<file path="src/rtl/core/fct_pkg.sv">
// Shared types and constants for the frustum cull test block.
package fct_pkg;

    // Number of plane registers on the configuration port.
    localparam int NUM_REGS = 6;
    // Number of planes that take part in the test (1 to NUM_REGS).
    localparam int NUM_PLANES = 6;
    // Width of the register index on the configuration port.
    localparam int CFG_IDX_W = $clog2(NUM_REGS);
    // Stream word widths.
    localparam int IN_TDATA_W = 160;
    localparam int OUT_TDATA_W = 8;

    // Register indexes on the configuration port.
    typedef enum logic [CFG_IDX_W-1:0] {
        REG_LEFT   = CFG_IDX_W'(0),
        REG_RIGHT  = CFG_IDX_W'(1),
        REG_BOTTOM = CFG_IDX_W'(2),
        REG_TOP    = CFG_IDX_W'(3),
        REG_NEAR   = CFG_IDX_W'(4),
        REG_FAR    = CFG_IDX_W'(5)
    } t_reg_idx;

    // Volume kind carried in tuser.
    typedef enum logic [0:0] {
        CMD_BOX    = 1'b0,
        CMD_SPHERE = 1'b1
    } t_cmd;

    // One plane: normal a, b, c in signed Q1.14, offset d in coordinate units.
    typedef struct packed {
        logic signed [15:0] d;
        logic signed [15:0] c;
        logic signed [15:0] b;
        logic signed [15:0] a;
    } t_plane;

    // A point or corner in signed 16-bit coordinates.
    typedef struct packed {
        logic signed [15:0] z;
        logic signed [15:0] y;
        logic signed [15:0] x;
    } t_vec;

    // One bounding volume as it travels through the pipeline.
    typedef struct packed {
        t_cmd        command;
        t_vec        vmin;
        t_vec        vmax;
        t_vec        center;
        logic [14:0] radius;
    } t_item;

endpackage

</file>
<file path="src/rtl/core/fct_plane_lane.sv">
// One plane test lane: corner select and products, then the signed sum.
module fct_plane_lane
    import fct_pkg::*;
(
    input  logic   i_clk,
    input  logic   i_en,
    input  t_plane i_plane,
    input  t_item  i_item,
    output logic   o_reject
);

    logic signed [15:0] w_px;
    logic signed [15:0] w_py;
    logic signed [15:0] w_pz;
    logic signed [16:0] w_rad;
    logic signed [16:0] w_ofs;
    logic signed [31:0] n_prod_x;
    logic signed [31:0] n_prod_y;
    logic signed [31:0] n_prod_z;
    logic signed [31:0] r_prod_x;
    logic signed [31:0] r_prod_y;
    logic signed [31:0] r_prod_z;
    logic signed [30:0] r_ofs;
    logic signed [33:0] w_sum;

    // A sphere uses its center; a box uses the corner farthest along the normal.
    always_comb begin
        if (i_item.command == CMD_SPHERE) begin
            w_px = i_item.center.x;
            w_py = i_item.center.y;
            w_pz = i_item.center.z;
        end else begin
            w_px = (i_plane.a > 16'sd0) ? i_item.vmax.x : i_item.vmin.x;
            w_py = (i_plane.b > 16'sd0) ? i_item.vmax.y : i_item.vmin.y;
            w_pz = (i_plane.c > 16'sd0) ? i_item.vmax.z : i_item.vmin.z;
        end
    end

    // The sphere radius folds into the offset, so both modes reject on a negative sum.
    assign w_rad = (i_item.command == CMD_SPHERE) ? {2'b00, i_item.radius} : '0;
    assign w_ofs = {i_plane.d[15], i_plane.d} + w_rad;

    assign n_prod_x = i_plane.a * w_px;
    assign n_prod_y = i_plane.b * w_py;
    assign n_prod_z = i_plane.c * w_pz;

    always_ff @(posedge i_clk) begin
        if (i_en) begin
            r_prod_x <= n_prod_x;
            r_prod_y <= n_prod_y;
            r_prod_z <= n_prod_z;
            r_ofs    <= {w_ofs, 14'b0};
        end
    end

    // Exact distance, scaled by 2^14; its sign bit is the reject flag.
    assign w_sum = {{2{r_prod_x[31]}}, r_prod_x} + {{2{r_prod_y[31]}}, r_prod_y}
                 + {{2{r_prod_z[31]}}, r_prod_z} + {{3{r_ofs[30]}}, r_ofs};
    assign o_reject = w_sum[33];

endmodule

</file>
<file path="config.mk">
export PLATFORM = sky130hd
export DESIGN_NAME = fct_plane_lane
export DESIGN_NICKNAME = d
export VERILOG_FILES = /design/src/rtl/core/fct_pkg.sv /design/src/rtl/core/fct_plane_lane.sv
export SDC_FILE = /design/constraint.sdc
export NUM_CORES = 2
export LEC_CHECK = 0
export ABC_AREA = 1
export BUFFER_PORTS_ARGS = -buffer_cell sky130_fd_sc_hd__buf_4
export CORE_ASPECT_RATIO = 0.9
export CORE_MARGIN = 2
export CORE_UTILIZATION = 45
export DETAILED_ROUTE_END_ITERATION = 10
export GPL_TIMING_DRIVEN = 0
export PLACE_DENSITY = 0.68
export SLEW_MARGIN = 20
export SYNTH_ARGS = -nofsm -noshare
export SYNTH_HDL_FRONTEND = slang
export SYNTH_SLANG_ARGS = --single-unit
</file>
<file path="constraint.sdc">
create_clock -name i_clk -period 8.1 [get_ports i_clk]
set_input_delay 0 -clock i_clk [delete_from_list [all_inputs] [get_ports i_clk]]
set_output_delay 0 -clock i_clk [all_outputs]
set_load 0.01 [all_outputs]
</file>
# Word level (Yosys, flattened, before mapping)
# Cells that the tools add are included.
[totals] out_inout_bits=1 ff_bits=113 input_bits=226
[classes] order_cmp=3 muxes=7 n_addsub=4 multipliers=3
[ops] cell="16-bit by 16-bit multiplier with 32-bit output" count=3
[ops] cell="16-bit 2-to-1 mux" count=6
[ops] cell="16-bit by 1-bit > comparator with 1-bit output, second input constant" count=3
[ops] cell="33-bit by 32-bit adder with 34-bit output" count=1
[ops] cell="34-bit adder" count=1
[ops] cell="32-bit by 32-bit adder with 33-bit output" count=1
[ops] cell="16-bit by 16-bit adder with 17-bit output" count=1
[ops] cell="15-bit 2-to-1 mux" count=1

# Logic depth before layout (Yosys ltp)
[logic_depth] depth_word=4 ltp_mapped=35 ltp_nobuf=33

# Worst setup path before layout
# No wires, ideal clock.
[synth_timing] kind="input -> register" startpoint="input i_plane[12] (netlist name)" endpoint="register r_prod_x[24], data pin" slack_ps=1966 t_arrival_ps=5881 path_buffers=2 cell_stages=27 required_time_ps=7847 path_cell_list="buf_2 > inv_2 > nand4_1 > nor2_2 > nand2_4 > buf_2 > nand3_1 > nand3_4 > nand3_1 > inv_1 > fa_1 > fa_1 > inv_1 > fa_1 > fa_1 > fa_1 > fa_1 > inv_1 > ha_1 > nand2_1 > nor2_1 > nand2_1 > inv_1 > nand3_1 > or2_2 > nand4_1 > nand2_1"
[synth_via] elab_chain_cells=4
[synth_lines] item="start, declared" line="fct_plane_lane.sv:7" text="input t_plane i_plane,"
[synth_lines] item="16-bit by 1-bit > comparator with 1-bit output" line="fct_plane_lane.sv:33" text="w_px = (i_plane.a > 16'sd0) ? i_item.vmax.x : i_item.vmin.x;"
[synth_lines] item="16-bit 2-to-1 mux" line="fct_plane_lane.sv:33"
[synth_lines] item="16-bit 2-to-1 mux" line="fct_plane_lane.sv:28" text="if (i_item.command == CMD_SPHERE) begin"
[synth_lines] item="16-bit by 16-bit multiplier with 32-bit output *" line="fct_plane_lane.sv:43" text="assign n_prod_x = i_plane.a * w_px;"
[synth_lines] item="named net n_prod_x[24]" line="fct_plane_lane.sv:17" text="logic signed [31:0] n_prod_x;"
[synth_lines] item="end signal, assigned" line="fct_plane_lane.sv:49" text="r_prod_x <= n_prod_x;"
[synth_lines] item="end, declared" line="fct_plane_lane.sv:20" text="logic signed [31:0] r_prod_x;"
# Mark *: on every way through the listed nets, which the timed path passes. The rest lies on a longest branch.
# A chain may end at the register's enable or synchronous reset.

# Worst setup path after layout
[layout_timing] startpoint="input i_item[159] (netlist name)" endpoint="register r_prod_x[31], data pin"
[layout_via] elab_chain_cells=2
[layout_lines] item="start, declared" line="fct_plane_lane.sv:8" text="input t_item i_item,"
[layout_lines] item="16-bit 2-to-1 mux" line="fct_plane_lane.sv:28"
[layout_lines] item="16-bit by 16-bit multiplier with 32-bit output" line="fct_plane_lane.sv:43"
[layout_lines] item="named net n_prod_x[31]" line="fct_plane_lane.sv:17"
# The timed path passes the listed nets, and every way through them passes these cells.

==> results.txt <==
- Number of ports placed on the die boundary: 227
- Final routed wire length divided by cell count: 19.0 um
* GRT Residual Overflow: 0
- For this run, the total global-route usage over all layers was measured as 26.2%.
- Worst Setup Path Type: input port to flop
* Number of buffers on the longest clock path: 2
- Time the worst path needs with I/O delays and setup: 7540 ps
* Post-route setup TNS: 0 ps
- In the final layout, the share of cells above drive strength 1 is 10.5%.
- At the pin with the least slew margin, the transition time is 1030 ps.
* Type of origin of the critical path: input port
- Post-synth top flop: sky130_fd_sc_hd__edfxtp_1
- Counting every net in the synthesized netlist gives 5981.
* Share of the clock period used by the worst path after layout: 93.1%
- Setup repair after global routing left no endpoint under its margin.
* Arrival time at the worst endpoint: 7680 ps
* Crit-path max cell delay: 800 ps
* Total of warnings raised by yosys: 0
- CTS tree: done
- After detailed routing, the number of remaining DRC violations is 0.
- In this run the remaining antenna-violating nets after routing total 0.
- Entering global routing, the biggest net connects 114 pins.
* DR WL met2: 48300 um
- Counting every instance in the synthesized netlist gives 4614.
- Once the floorplan was initialized, standard cells occupied 45.4% of the core.
- DP Wirelength: 97500 um
* Via count of the first global-routing pass: 32330
* First-pass GRT wire length: 181000 um
- At the end of the flow, the number of nets in the layout was 6205.
* Cell Area, Placed: 42000 sq um
- In this run the core area contains 102 standard-cell rows.
* Number of buffers inserted during clock tree synthesis: 17
- Grouping stages by cell kind, the critical path spends the most delay in adder cells.
- Cell variety after synth: 39
- Sum of routed wire segments on met1: 50100 um
- Number of antenna violations at the first check in global routing: 3
- Among all stages on the critical path, the largest delay is contributed by sky130_fd_sc_hd__fa_1.
- The region available for standard cell placement spans 86000 sq um.
- The die covers 89100 sq um.
- Number of max-slew violations in the final report: 0
- Count of buffer and inverter cells on the critical path: 10
- The run finished with clean final reports.
* Post-detailed-route via-to-cell ratio: 5.32
- The first TritonRoute pass finished after 6 iterations.
* First DRT Iteration DRCs: 3166
* Final setup viols: 0
- The min-delay analysis places its worst path in the category input port to flop.
- Counting flops with a built-in enable in the synthesized netlist gives 113.
- Root Buffer: sky130_fd_sc_hd__clkbuf_16
* Number of max-capacitance violations reported: 0
* Overall die height: 283 um
* Post-synthesis to final-layout area growth: 9.46%
* Number of hold violations in the final report: 0
- Clock slew at reported path FFs: 60 ps
* Top fanout value on the critical path: 10
* Commonest cells after routing, fill and taps aside: sky130_fd_sc_hd__inv_1 (1071), sky130_fd_sc_hd__fa_1 (837), sky130_fd_sc_hd__nand2_1 (565)
* Sequential cell area fraction in the yosys report: 8.69%
* Design Area, Final: 42700 sq um
- The average instance in the mapped netlist occupies 8.46 sq um.
- Clock sink count: 113
- Most frequent standard cell in the layout excluding fill and tap cells: sky130_fd_sc_hd__inv_1
- The synthesized netlist occupies a cell area of 39000 sq um.
* Non-filler instance count after layout: 5998
- Share of flip-flops with an asynchronous set or reset after synthesis: 0%
- Top layer reached by signal wires: met5
- Data on the critical path is required at its endpoint by 8240 ps.
- Vias after detailed routing: 31918
- Die width: 314 um
* Htree depth: 4
* Critical Path End Type: flop
- Worst-case headroom to the max-slew limit: 31.1%
- Input and output buffers added on the ports amount to 200.
- Final hold analysis gives a worst-case slack of 102 ps.
- Static timing analysis puts the maximum clock frequency at 133 MHz.
* Total instance count after detailed placement: 5958
- Length of routed met3 wiring: 12100 um
- Number of flip-flops and latches in the synthesized netlist: 113
* Final wirelength: 114000 um
- Gpl congestion: 0.979
- In this design, the critical path's most frequently occurring cell is sky130_fd_sc_hd__fa_1.
what timing repair did:
item	CTS	global route
hold buffers	3	0
pin swaps	0	0
hold endpoints to repair	2	0
endpoints found under the setup margin	14	6
buffers inserted	0	2
gates resized for setup	1	1
per-layer routing:
metal,track usage [%],vias up
met3,5.61,194
met4,6.24,4
met2,38.5,1567
met5,0,-
li1,-,14454
met1,39.4,15699
state kept, by name, indices dropped and copies added (netlist names):
signal,cells
r_prod_x,32
r_ofs,17
r_prod_z,32
r_prod_y,32
cell type report:
class                   instances  area [sq um]
fillers                      8297         43300
multi-input cells            3253         30700
inverters                    1098          4130
flip-flops and latches        113          3390
repair buffers                205          1560
well taps                    1144          1430
plain buffers                 150           821
clock buffers                  17           425
clock inverters                15           256
diodes                          3          7.51
kinds of logic after synthesis:
family,count (synthesis),synth area share (%)
XOR/XNOR,78,1.75
adder cells (fa/ha/maj),1141,52.7
buffers and inverters,1248,12.7
AO/OA/AOI/OAI,206,2.84
AND/OR/NAND/NOR,1828,21.4
flip-flops,113,8.69
per-stage QoR:
step | setup WS (ps) | util, %
final | 560 | 49.7
after detailed placement | -806 | 48.8
after global routing | 117 | 49.7
after global placement | -854 | 48.8
after CTS | 78.7 | 49.6
after floorplan | 1970 | -
synthesized netlist by cell type, types with 8 or more instances:
cell | count | area share (%)
sky130_fd_sc_hd__nand2_2 | 26 | 0.42
sky130_fd_sc_hd__nand3_2 | 27 | 0.69
sky130_fd_sc_hd__a21oi_1 | 120 | 1.5
sky130_fd_sc_hd__a21o_1 | 10 | 0.19
sky130_fd_sc_hd__nor3_1 | 27 | 0.35
sky130_fd_sc_hd__xnor2_1 | 21 | 0.47
sky130_fd_sc_hd__clkbuf_1 | 55 | 0.53
sky130_fd_sc_hd__nor2_2 | 35 | 0.56
sky130_fd_sc_hd__xor2_1 | 57 | 1.3
sky130_fd_sc_hd__buf_6 | 14 | 0.40
sky130_fd_sc_hd__buf_4 | 22 | 0.42
sky130_fd_sc_hd__inv_1 | 1072 | 10
sky130_fd_sc_hd__ha_1 | 304 | 9.7
sky130_fd_sc_hd__nand2_1 | 565 | 5.4
sky130_fd_sc_hd__buf_2 | 51 | 0.65
sky130_fd_sc_hd__nor2_1 | 497 | 4.8
sky130_fd_sc_hd__nand3_1 | 523 | 6.7
sky130_fd_sc_hd__o21ai_0 | 54 | 0.69
sky130_fd_sc_hd__or2_2 | 53 | 0.85
sky130_fd_sc_hd__nand3b_1 | 9 | 0.17
sky130_fd_sc_hd__nand3_4 | 9 | 0.40
sky130_fd_sc_hd__edfxtp_1 | 113 | 8.7
sky130_fd_sc_hd__o21bai_1 | 8 | 0.15
sky130_fd_sc_hd__buf_1 | 8 | 0.077
sky130_fd_sc_hd__fa_1 | 837 | 43
sky130_fd_sc_hd__inv_2 | 24 | 0.23
sky130_fd_sc_hd__nand4_1 | 45 | 0.72
path summary, 6_finish.rpt:
| path | start | end | slack [ps] | cells after the start |
|---|---|---|---|---|
| max | i_item[159] | r_prod_x[31]$_DFFE_PP_ | 560 | 27 |
| min | i_plane[62] | r_ofs[30]$_DFFE_PP_ | 100 | 3 |
Power is not shown: default switching activity piles up to over one toggle a cycle in this logic, so the estimate is an artifact.
