**src/rtl/core/fct_pkg.sv**
```systemverilog
// Shared types and constants for the frustum cull test block.
package fct_pkg;

    // Number of plane registers on the configuration port.
    localparam int NUM_REGS = 6;
    // Number of planes that take part in the test (1 to NUM_REGS).
    localparam int NUM_PLANES = 6;
    // Width of the register index on the configuration port.
    localparam int CFG_IDX_W = $clog2(NUM_REGS);
    // Stream word widths.
    localparam int IN_TDATA_W = 160;
    localparam int OUT_TDATA_W = 8;

    // Register indexes on the configuration port.
    typedef enum logic [CFG_IDX_W-1:0] {
        REG_LEFT   = CFG_IDX_W'(0),
        REG_RIGHT  = CFG_IDX_W'(1),
        REG_BOTTOM = CFG_IDX_W'(2),
        REG_TOP    = CFG_IDX_W'(3),
        REG_NEAR   = CFG_IDX_W'(4),
        REG_FAR    = CFG_IDX_W'(5)
    } t_reg_idx;

    // Volume kind carried in tuser.
    typedef enum logic [0:0] {
        CMD_BOX    = 1'b0,
        CMD_SPHERE = 1'b1
    } t_cmd;

    // One plane: normal a, b, c in signed Q1.14, offset d in coordinate units.
    typedef struct packed {
        logic signed [15:0] d;
        logic signed [15:0] c;
        logic signed [15:0] b;
        logic signed [15:0] a;
    } t_plane;

    // A point or corner in signed 16-bit coordinates.
    typedef struct packed {
        logic signed [15:0] z;
        logic signed [15:0] y;
        logic signed [15:0] x;
    } t_vec;

    // One bounding volume as it travels through the pipeline.
    typedef struct packed {
        t_cmd        command;
        t_vec        vmin;
        t_vec        vmax;
        t_vec        center;
        logic [14:0] radius;
    } t_item;

endpackage

```
**src/rtl/core/fct_plane_regs.sv**
```systemverilog
// Plane register file written through the configuration port.
module fct_plane_regs
    import fct_pkg::*;
(
    input  logic                 i_clk,
    input  logic                 i_rst_n,
    input  logic                 i_cfg_we,
    input  logic [CFG_IDX_W-1:0] i_cfg_idx,
    input  logic [63:0]          i_cfg_data,
    output t_plane [NUM_REGS-1:0] o_planes
);

    t_plane [NUM_REGS-1:0] r_planes;

    // Writes to an index past the last plane register are dropped.
    always_ff @(posedge i_clk) begin
        if (!i_rst_n) begin
            r_planes <= '0;
        end else if (i_cfg_we && (i_cfg_idx <= REG_FAR)) begin
            r_planes[i_cfg_idx] <= t_plane'(i_cfg_data);
        end
    end

    assign o_planes = r_planes;

endmodule

```
**config.mk**
```make
export PLATFORM = sky130hd
export DESIGN_NAME = fct_plane_regs
export DESIGN_NICKNAME = d
export VERILOG_FILES = /design/src/rtl/core/fct_pkg.sv /design/src/rtl/core/fct_plane_regs.sv
export SDC_FILE = /design/constraint.sdc
export NUM_CORES = 1
export LEC_CHECK = 0
export BUFFER_PORTS_ARGS = -buffer_cell sky130_fd_sc_hd__buf_4
export CORE_MARGIN = 2
export CORE_UTILIZATION = 40
export CTS_CLUSTER_DIAMETER = 50
export DETAILED_ROUTE_END_ITERATION = 12
export PLACE_DENSITY = 0.65
export SETUP_SLACK_MARGIN = 0.15
export SLEW_MARGIN = 10
export SYNTH_ARGS = -nofsm -noshare
export SYNTH_HDL_FRONTEND = slang
export SYNTH_SLANG_ARGS = --single-unit
```
**constraint.sdc**
```tcl
create_clock -name i_clk -period 2.65 [get_ports i_clk]
set_input_delay 0.53 -clock i_clk [delete_from_list [all_inputs] [get_ports i_clk]]
set_output_delay 0.53 -clock i_clk [all_outputs]
set_load 0.1 [all_outputs]
```
; ---- Yosys cells after proc, flatten, opt, wreduce, memory -nomap -nowiden
; Cells that the tools add are included.
; W data, S select, Z words.
[classes]
magnitude_cmp = 3
muxes = 3
n_reduce_logical = 2
[op_table]
columns = cell, n
row1 = $bwmux W384, 1
row2 = $demux W64 S3, 1
row3 = $mux W64, 1
row4 = $lt A3 B4 Y1 const B, 1
row5 = $ge A3 B1 Y1 const B, 1
row6 = $le A3 B3 Y1 const B, 1
row7 = $logic_and A1 B1 Y1, 2
[word_totals]
reg_bits = 384
in_bits = 70
output_inout_bits = 384

; ---- Depth between registers and ports, before layout
; Gate-level depths: netlist of run 1.
[depth]
depth_word = 5
depth_mapped = 5

; ---- Worst setup path after synthesis of run 1
; Ideal clock, no wire load.
[synth_path]
path_kind = register to output
startpoint = register r_planes, in the netlist o_planes[0]
endpoint = output port o_planes[0] in the netlist's numbering
t_arrival_ns = 0.924
slack_ns = 1.196
stages_incl_launch_ff = 1
path_buffers = 0
path_cell_list = dfxtp_1
[synth_lines]
columns = item, line
row1 = "start, declared", fct_plane_regs.sv:13  ; t_plane [NUM_REGS-1:0] r_planes;
row2 = "start signal, assigned by index", fct_plane_regs.sv:20  ; r_planes[i_cfg_idx] <= t_plane'(i_cfg_data);
row3 = "end, declared", fct_plane_regs.sv:10  ; output t_plane [NUM_REGS-1:0] o_planes
; No word-level cell between the ends.

; ---- Final worst setup path of run 1
[layout_path]
startpoint = register r_planes, in the netlist o_planes[52]
endpoint = output port o_planes[52] in the netlist's numbering
; No word-level cell between the ends.

==> out/metrics.yaml, run 1 <==
outcome:
  outcome: "completed"
placed_design:
  globalplace.congestion: 0.847
  dpl.hpwl_um: 28900
  port_buffers: 453
clock_network:
  cts_buffers: 43
  postCtsHoldBufs: 0
  tritoncts: "built"
  clock-sinks: 384
  htreeDepth: 2
  clockRootBuffer: "clkbuf_16"
  clkSlewWorstSetupHoldPaths_ps: 60
  clk_latency_ps: 530
  cts_resized: 0
  post_cts_buffers: 0
  clock_path_buffers: 3
power_and_ir_drop:
  p_total_mw: 13.7
  powerDensity_nw_per_um2: 716
  vdd_ir_drop_max_v: 0.000539
  power_leakage_nw: 10.1
critical_path:
  crit_slowest_cell: "dfxtp_1"
  crit_chain: "buf_4"
  cp.arrival_ps: 1260
  worstSetupPathType: "register to output port"
  worstPathRequired_ps: 2120
  crit_path_start_kind: "register"
  crit_buf_inv: 1
  cp_top_family: "flip-flops"
  worst-path-max-fanout: 2
  slowest_delay_ps: 400
  crit_path_end_kind: "output port"
timing:
  setup-tns-final_ps: 0
  hold_viol: 0
  fin_skew_ps: 0
  finalMaxSlewViolations: 0
  finalCriticalPeriod_ps: 1790
  max_freq_ghz: 0.558
  relSlewSlack_pct: 38.1
  grt_setup_unrepaired: "no"
  period_share_pct: 67.6
  worstMarginPinSlew_ps: 925
  setup_violations: 0
finish:
  areaGrowthSynthToFinish_pct: 36.5
  layout_commonest_cell: "buf_4"
  nets: 1817
  final_cell_mix: "buf_4, nand2_1, mux2i_1, dfxtp_1, clkbuf_16"
  antennaDiodeCount: 0
  largest_reg_flops: 384
  final_layout_size_suffix_gt1_share_pct: 31.0
global_route:
  antenna_found_initial: 0
  grt_pass1_wl_um: 63200
  first_global_vias: 10600
  grtUsageTotal_pct: 22.4
  grt-ovfl-total: 0
  grt_max_degree: 65
drt:
  via_count: 10800
  first_pass_iters: 4
  drc_errors: 0
  postRouteAntennaNets: 0
  wl_per_cell_um: 19.0
  dr_wl_met2_um: 20500
  wl_met1_um: 16800
  wl_met3_um: 3540
  viasPerCell: 4.83
  top_layer: "met4"
  drt_iter0_markers: 403
  routed_wl_um: 42400
synth:
  yosysWarnings: 0
  seq_area_frac_synth_pct: 54.9
  netlist_instances: 1314
  yosysUniqueCellTypes: 12
  syn_area_um2: 14000
  avgSynthCellArea_um2: 10.7
  syn_nets: 1384
  ys_ff_latch: 384
die:
  pin_count: 454
  die_x_um: 191
  die_h_um: 191
  rows: 68
  die-area_um2: 36500
  core_area_um2: 34500
  initial_utilization_pct: 40.6
worst_hold_path:
  holdCritPathClass: "primary input to register"
flow_run:
  cap_violations: 0
[cell usage after synthesis]
library cell / number / area share [%]
buf_12: 7 / 1.0
nand4bb_1: 3 / 0.24
buf_2: 13 / 0.46
buf_4: 6 / 0.32
nand4b_1: 2 / 0.13
clkbuf_1: 31 / 0.83
buf_6: 30 / 2.4
nand2_1: 448 / 12
dfxtp_1: 384 / 55
buf_1: 5 / 0.13
mux2i_1: 384 / 27
nor4b_4: 1 / 0.17
[logic make-up (layout without fill, tap and decap cells)]
kind of cell	Yosys count	in the layout	synth area share (%)
buffers and inverters	92	555	5.16
flip-flops	384	384	54.9
multiplexers	384	384	27.4
AND/OR/NAND/NOR	454	454	12.5
[final timing paths]
| kind | startpoint | endpoint | slack [ps] | cells past startpoint |
|---|---|---|---|---|
| worst min-delay path | i_cfg_data[30] | o_planes[222] | 370 | 3 |
| worst max-delay path | o_planes[52] | o_planes[52] | 860 | 1 |
| worst max register to register | o_planes[343] | o_planes[343] | 1990 | 2 |
| worst min register to register | o_planes[234] | o_planes[234] | 460 | 2 |
[final cells by class]
type	count	area, µm²
clock buffer	55	1160
clock inverter	20	248
fill	3036	15400
multi-input combinational	838	5650
sequential	384	7690
tap	455	569
timing repair buffer	480	3810
[per-layer routing]
| layer | vias to the layer above | track usage (%) |
|---|---|---|
| met2 | 396 | 39.0 |
| met3 | 82 | 6.43 |
| li1 | 5204 | - |
| met4 | 0 | 8.67 |
| met5 | - | 0 |
| met1 | 5102 | 25.8 |
[metrics by stage]
| stage | hold slack, ps | cells | cell area [µm²] | utilization (%) | setup WS (ps) |
|---|---|---|---|---|---|
| finish | 374 | 2232 | 19100 | 55.4 | 859 |
| global route | 367 | 2232 | 19100 | 55.4 | 813 |
| CTS | 353 | 2232 | 19100 | 55.4 | 810 |
| detailed placement | 451 | 2157 | 17700 | 51.3 | 477 |
| global placement | 444 | 2157 | 17700 | 51.3 | 444 |
| floorplan | 773 | 1314 | 14000 | - | 1200 |
[report_power, final]
part           switching, mW  total (mW)  internal (mW)  leakage (nW)
combinational           1.37        1.77          0.400          6.26
clock                   2.37        5.96           3.59         0.688
sequential            0.0701        5.97           5.90          3.11
total                   3.81        13.7           9.89          10.1
Power figures use the tool's default switching activity.
==> inputs of run 2 (changes only) <==
ABC_AREA = 1   (was unset)
PLACE_DENSITY = 0.67   (was 0.65)
clock period = 1.5 ns   (was 2.65 ns; I/O delays follow)
==> out/metrics.yaml, run 2 <==
critical_path:
  crit_slowest_cell: "dfxtp_2"
  worstSetupPathType: "register to output port"
  crit_chain: "buf_12"
  crit_buf_inv: 1  # unchanged
  crit_path_start_kind: "register"
  worstPathRequired_ps: 1200  # -920 ps
  crit_path_end_kind: "output port"
  cp.arrival_ps: 1130  # -130 ps
  cp_top_family: "flip-flops"
  slowest_delay_ps: 380  # -20 ps
  worst-path-max-fanout: 2  # unchanged
die:
  die_x_um: 198  # +3.8%
  core_area_um2: 37400  # +8.3%
  rows: 71  # +4.4%
  die-area_um2: 39300  # +7.6%
  initial_utilization_pct: 40.4  # -0.17 points
  pin_count: 454  # unchanged
  die_h_um: 198  # +3.8%
drt:
  routed_wl_um: 59700  # +41%
  first_pass_iters: 6  # +2
  postRouteAntennaNets: 0  # unchanged
  via_count: 16300  # +51%
  drc_errors: 0  # unchanged
  viasPerCell: 5.24  # +8.4%
  wl_per_cell_um: 19.2  # +1.2%
  drt_iter0_markers: 1221  # +200%
power_and_ir_drop:
  powerDensity_nw_per_um2: 1060  # +48%
  p_int_mw: 18.7  # +89%
  power_leakage_nw: 11.0  # +9.0%
  vdd_ir_drop_max_v: 0.00103  # +91%
  pwr-share-comb_pct: 22.5  # +9.6 points
  clkPwrFrac_pct: 37.9  # -5.6 points
  switchingPower_mw: 8.97  # +140%
  seqPwrFrac_pct: 39.6  # -4.0 points
  switching_share_pct: 32.4  # +4.6 points
synth:
  ys.flop_type: "dfxtp_1"
  synth.most_common_cell: "nor2_1"
  synth_adder_area_share_pct: 0  # unchanged
  synth_xor_area_share_pct: 0  # unchanged
  yosysTopAreaCell: "dfxtp_1"
  synth_edf_count: 0  # unchanged
  avgSynthCellArea_um2: 6.97  # -35%
  synth_top_area_share_pct: 50.9  # -4.0 points
  syn_area_um2: 15100  # +7.8%
  synth_common_cells: "nor2_1, nand2_1, dfxtp_1, nand3_1, buf_2"
  yosysUniqueCellTypes: 12  # unchanged
  seq_area_frac_synth_pct: 50.9  # -4.0 points
  yosys.area_share.simple_pct: 42.1  # +30 points
  ys_async_sr_fraction_pct: 0  # unchanged
  ys_ff_latch: 384  # unchanged
  netlist_top_cells_area: "dfxtp_1, nor2_1, nand3_1, nand2_1, buf_2"
  synth_compound_area_share_pct: 0  # unchanged
  synth_top_family_by_area: "simple AND/OR/NAND/NOR gates"
  yosysWarnings: 0  # unchanged
  syn_nets: 2237  # +62%
  netlist_instances: 2167  # +65%
  synth_mux_area_share_pct: 0  # -27 points
timing:
  hold_slack_ps: 34.9  # -339 ps
  grt_setup_unrepaired: "yes"
  setup-tns-final_ps: 0  # unchanged
  fin_skew_ps: 0  # unchanged
  worstMarginPinSlew_ps: 412  # -513 ps
  hold_viol: 0  # unchanged
  finalMaxSlewViolations: 0  # unchanged
  max_freq_ghz: 0.698
  finalCriticalPeriod_ps: 1430
  setup_violations: 0  # unchanged
  period_share_pct: 95.5
  relSlewSlack_pct: 72.5  # +34 points
finish:
  final_cell_mix: "nor2_1, buf_12, nand2_1, nand3_1, dfxtp_2"
  antennaDiodeCount: 0  # unchanged
  final_layout_size_suffix_gt1_share_pct: 37.6  # +6.6 points
  layout_commonest_cell: "nor2_1"
  nets: 2635  # +45%
  areaGrowthSynthToFinish_pct: 73.2
  largest_reg_flops: 384  # unchanged
clock_network:
  clock-sinks: 384  # unchanged
  cts_buffers: 44  # +2.3%
  postCtsHoldBufs: 0  # unchanged
  htreeDepth: 2  # unchanged
  clkSlewWorstSetupHoldPaths_ps: 60  # about the same
  clock_path_buffers: 3  # unchanged
  clk_latency_ps: 570  # +40 ps
  tritoncts: "built"
  clockRootBuffer: "clkbuf_16"
worst_hold_path:
  holdCritPathClass: "primary input to register"
placed_design:
  port_buffers: 453  # unchanged
  dpl.hpwl_um: 34400  # +19%
  globalplace.congestion: 0.841  # -0.76%
global_route:
  antenna_found_initial: 0  # unchanged
  grt_max_degree: 79  # +22%
  first_global_vias: 15600  # +46%
  grtUsageTotal_pct: 28.1  # +5.7 points
  grt_pass1_wl_um: 86600  # +37%
  grt-ovfl-total: 0  # unchanged
flow_run:
  cap_violations: 0  # unchanged
outcome:
  outcome: "completed"
run 2: cell count changes in the layout (fill, tap and decap cells not counted), moves of 10 or more:
cell | before | now
dfxtp_1 | 384 | 0
dfxtp_2 | 0 | 309
nor2_1 | 0 | 768
buf_12 | 16 | 420
nand2_1 | 448 | 387
mux2i_1 | 384 | 0
dfxtp_4 | 0 | 75
nand3_1 | 0 | 384
buf_4 | 463 | 94
nor2_4 | 0 | 10
inv_1 | 0 | 68
run 2: what timing repair did:
item | CTS | global route
buffers inserted | 1 | 7
resized for setup | 1132 | 479
endpoints found under the setup margin | 384 | 384
run 2: logic make-up (layout without fill, tap and decap cells):
group	Yosys count	count (layout)
buffers and inverters	232	661
flip-flops	384	384
AND/OR/NAND/NOR	1551	1551
run 2: per-stage QoR:
stage	power, mW	setup slack (ps)	util (%)	cells	cell area, µm²
6_report	27.7	67.0	70.0	3107	26200
5_1_grt	28.5	32.7	70.0	3107	26200
4_1_cts	27.4	26.3	66.2	3100	24700
3_5_place_dp	16.2	79.7	51.4	3022	19200
3_3_place_gp	16.2	112	51.4	3022	19200
2_1_floorplan	14.9	275	-	2167	15100
run 2: worst paths after layout:
| kind | to | cells past startpoint | startpoint | slack (ps) |
|---|---|---|---|---|
| setup / recovery | o_planes[230] | 1 | o_planes[230] | 70 |
| hold / removal | o_planes[309] | 3 | i_rst_n | 30 |
| setup reg to reg | o_planes[118] | 3 | o_planes[118] | 740 |
| hold reg to reg | o_planes[327] | 2 | o_planes[327] | 500 |
run 2: power groups by stage:
stage	sequential [mW]	combinational (mW)	clock, mW
6_report	11.0	6.24	10.5
4_1_cts	10.9	5.92	10.6
3_3_place_gp	11.0	5.19	0
2_1_floorplan	13.5	1.35	0
5_1_grt	11.0	6.48	11.0
3_5_place_dp	11.0	5.23	0
run 2: area by class of cell:
type	instances	area, µm²
timing repair buffer	515	9130
tap	511	639
inverter	69	264
clock buffer	66	1290
sequential	384	8360
clock inverter	11	104
fill	2512	11200
multi-input combinational	1551	6380
run 2: metal layers:
layer,wire length (µm),up-vias,global-route usage [%]
li1,-,7532,-
met1,21600,7612,33.3
met2,29000,914,46.4
met3,5610,222,7.00
met4,3540,0,15.7
met5,0,-,0
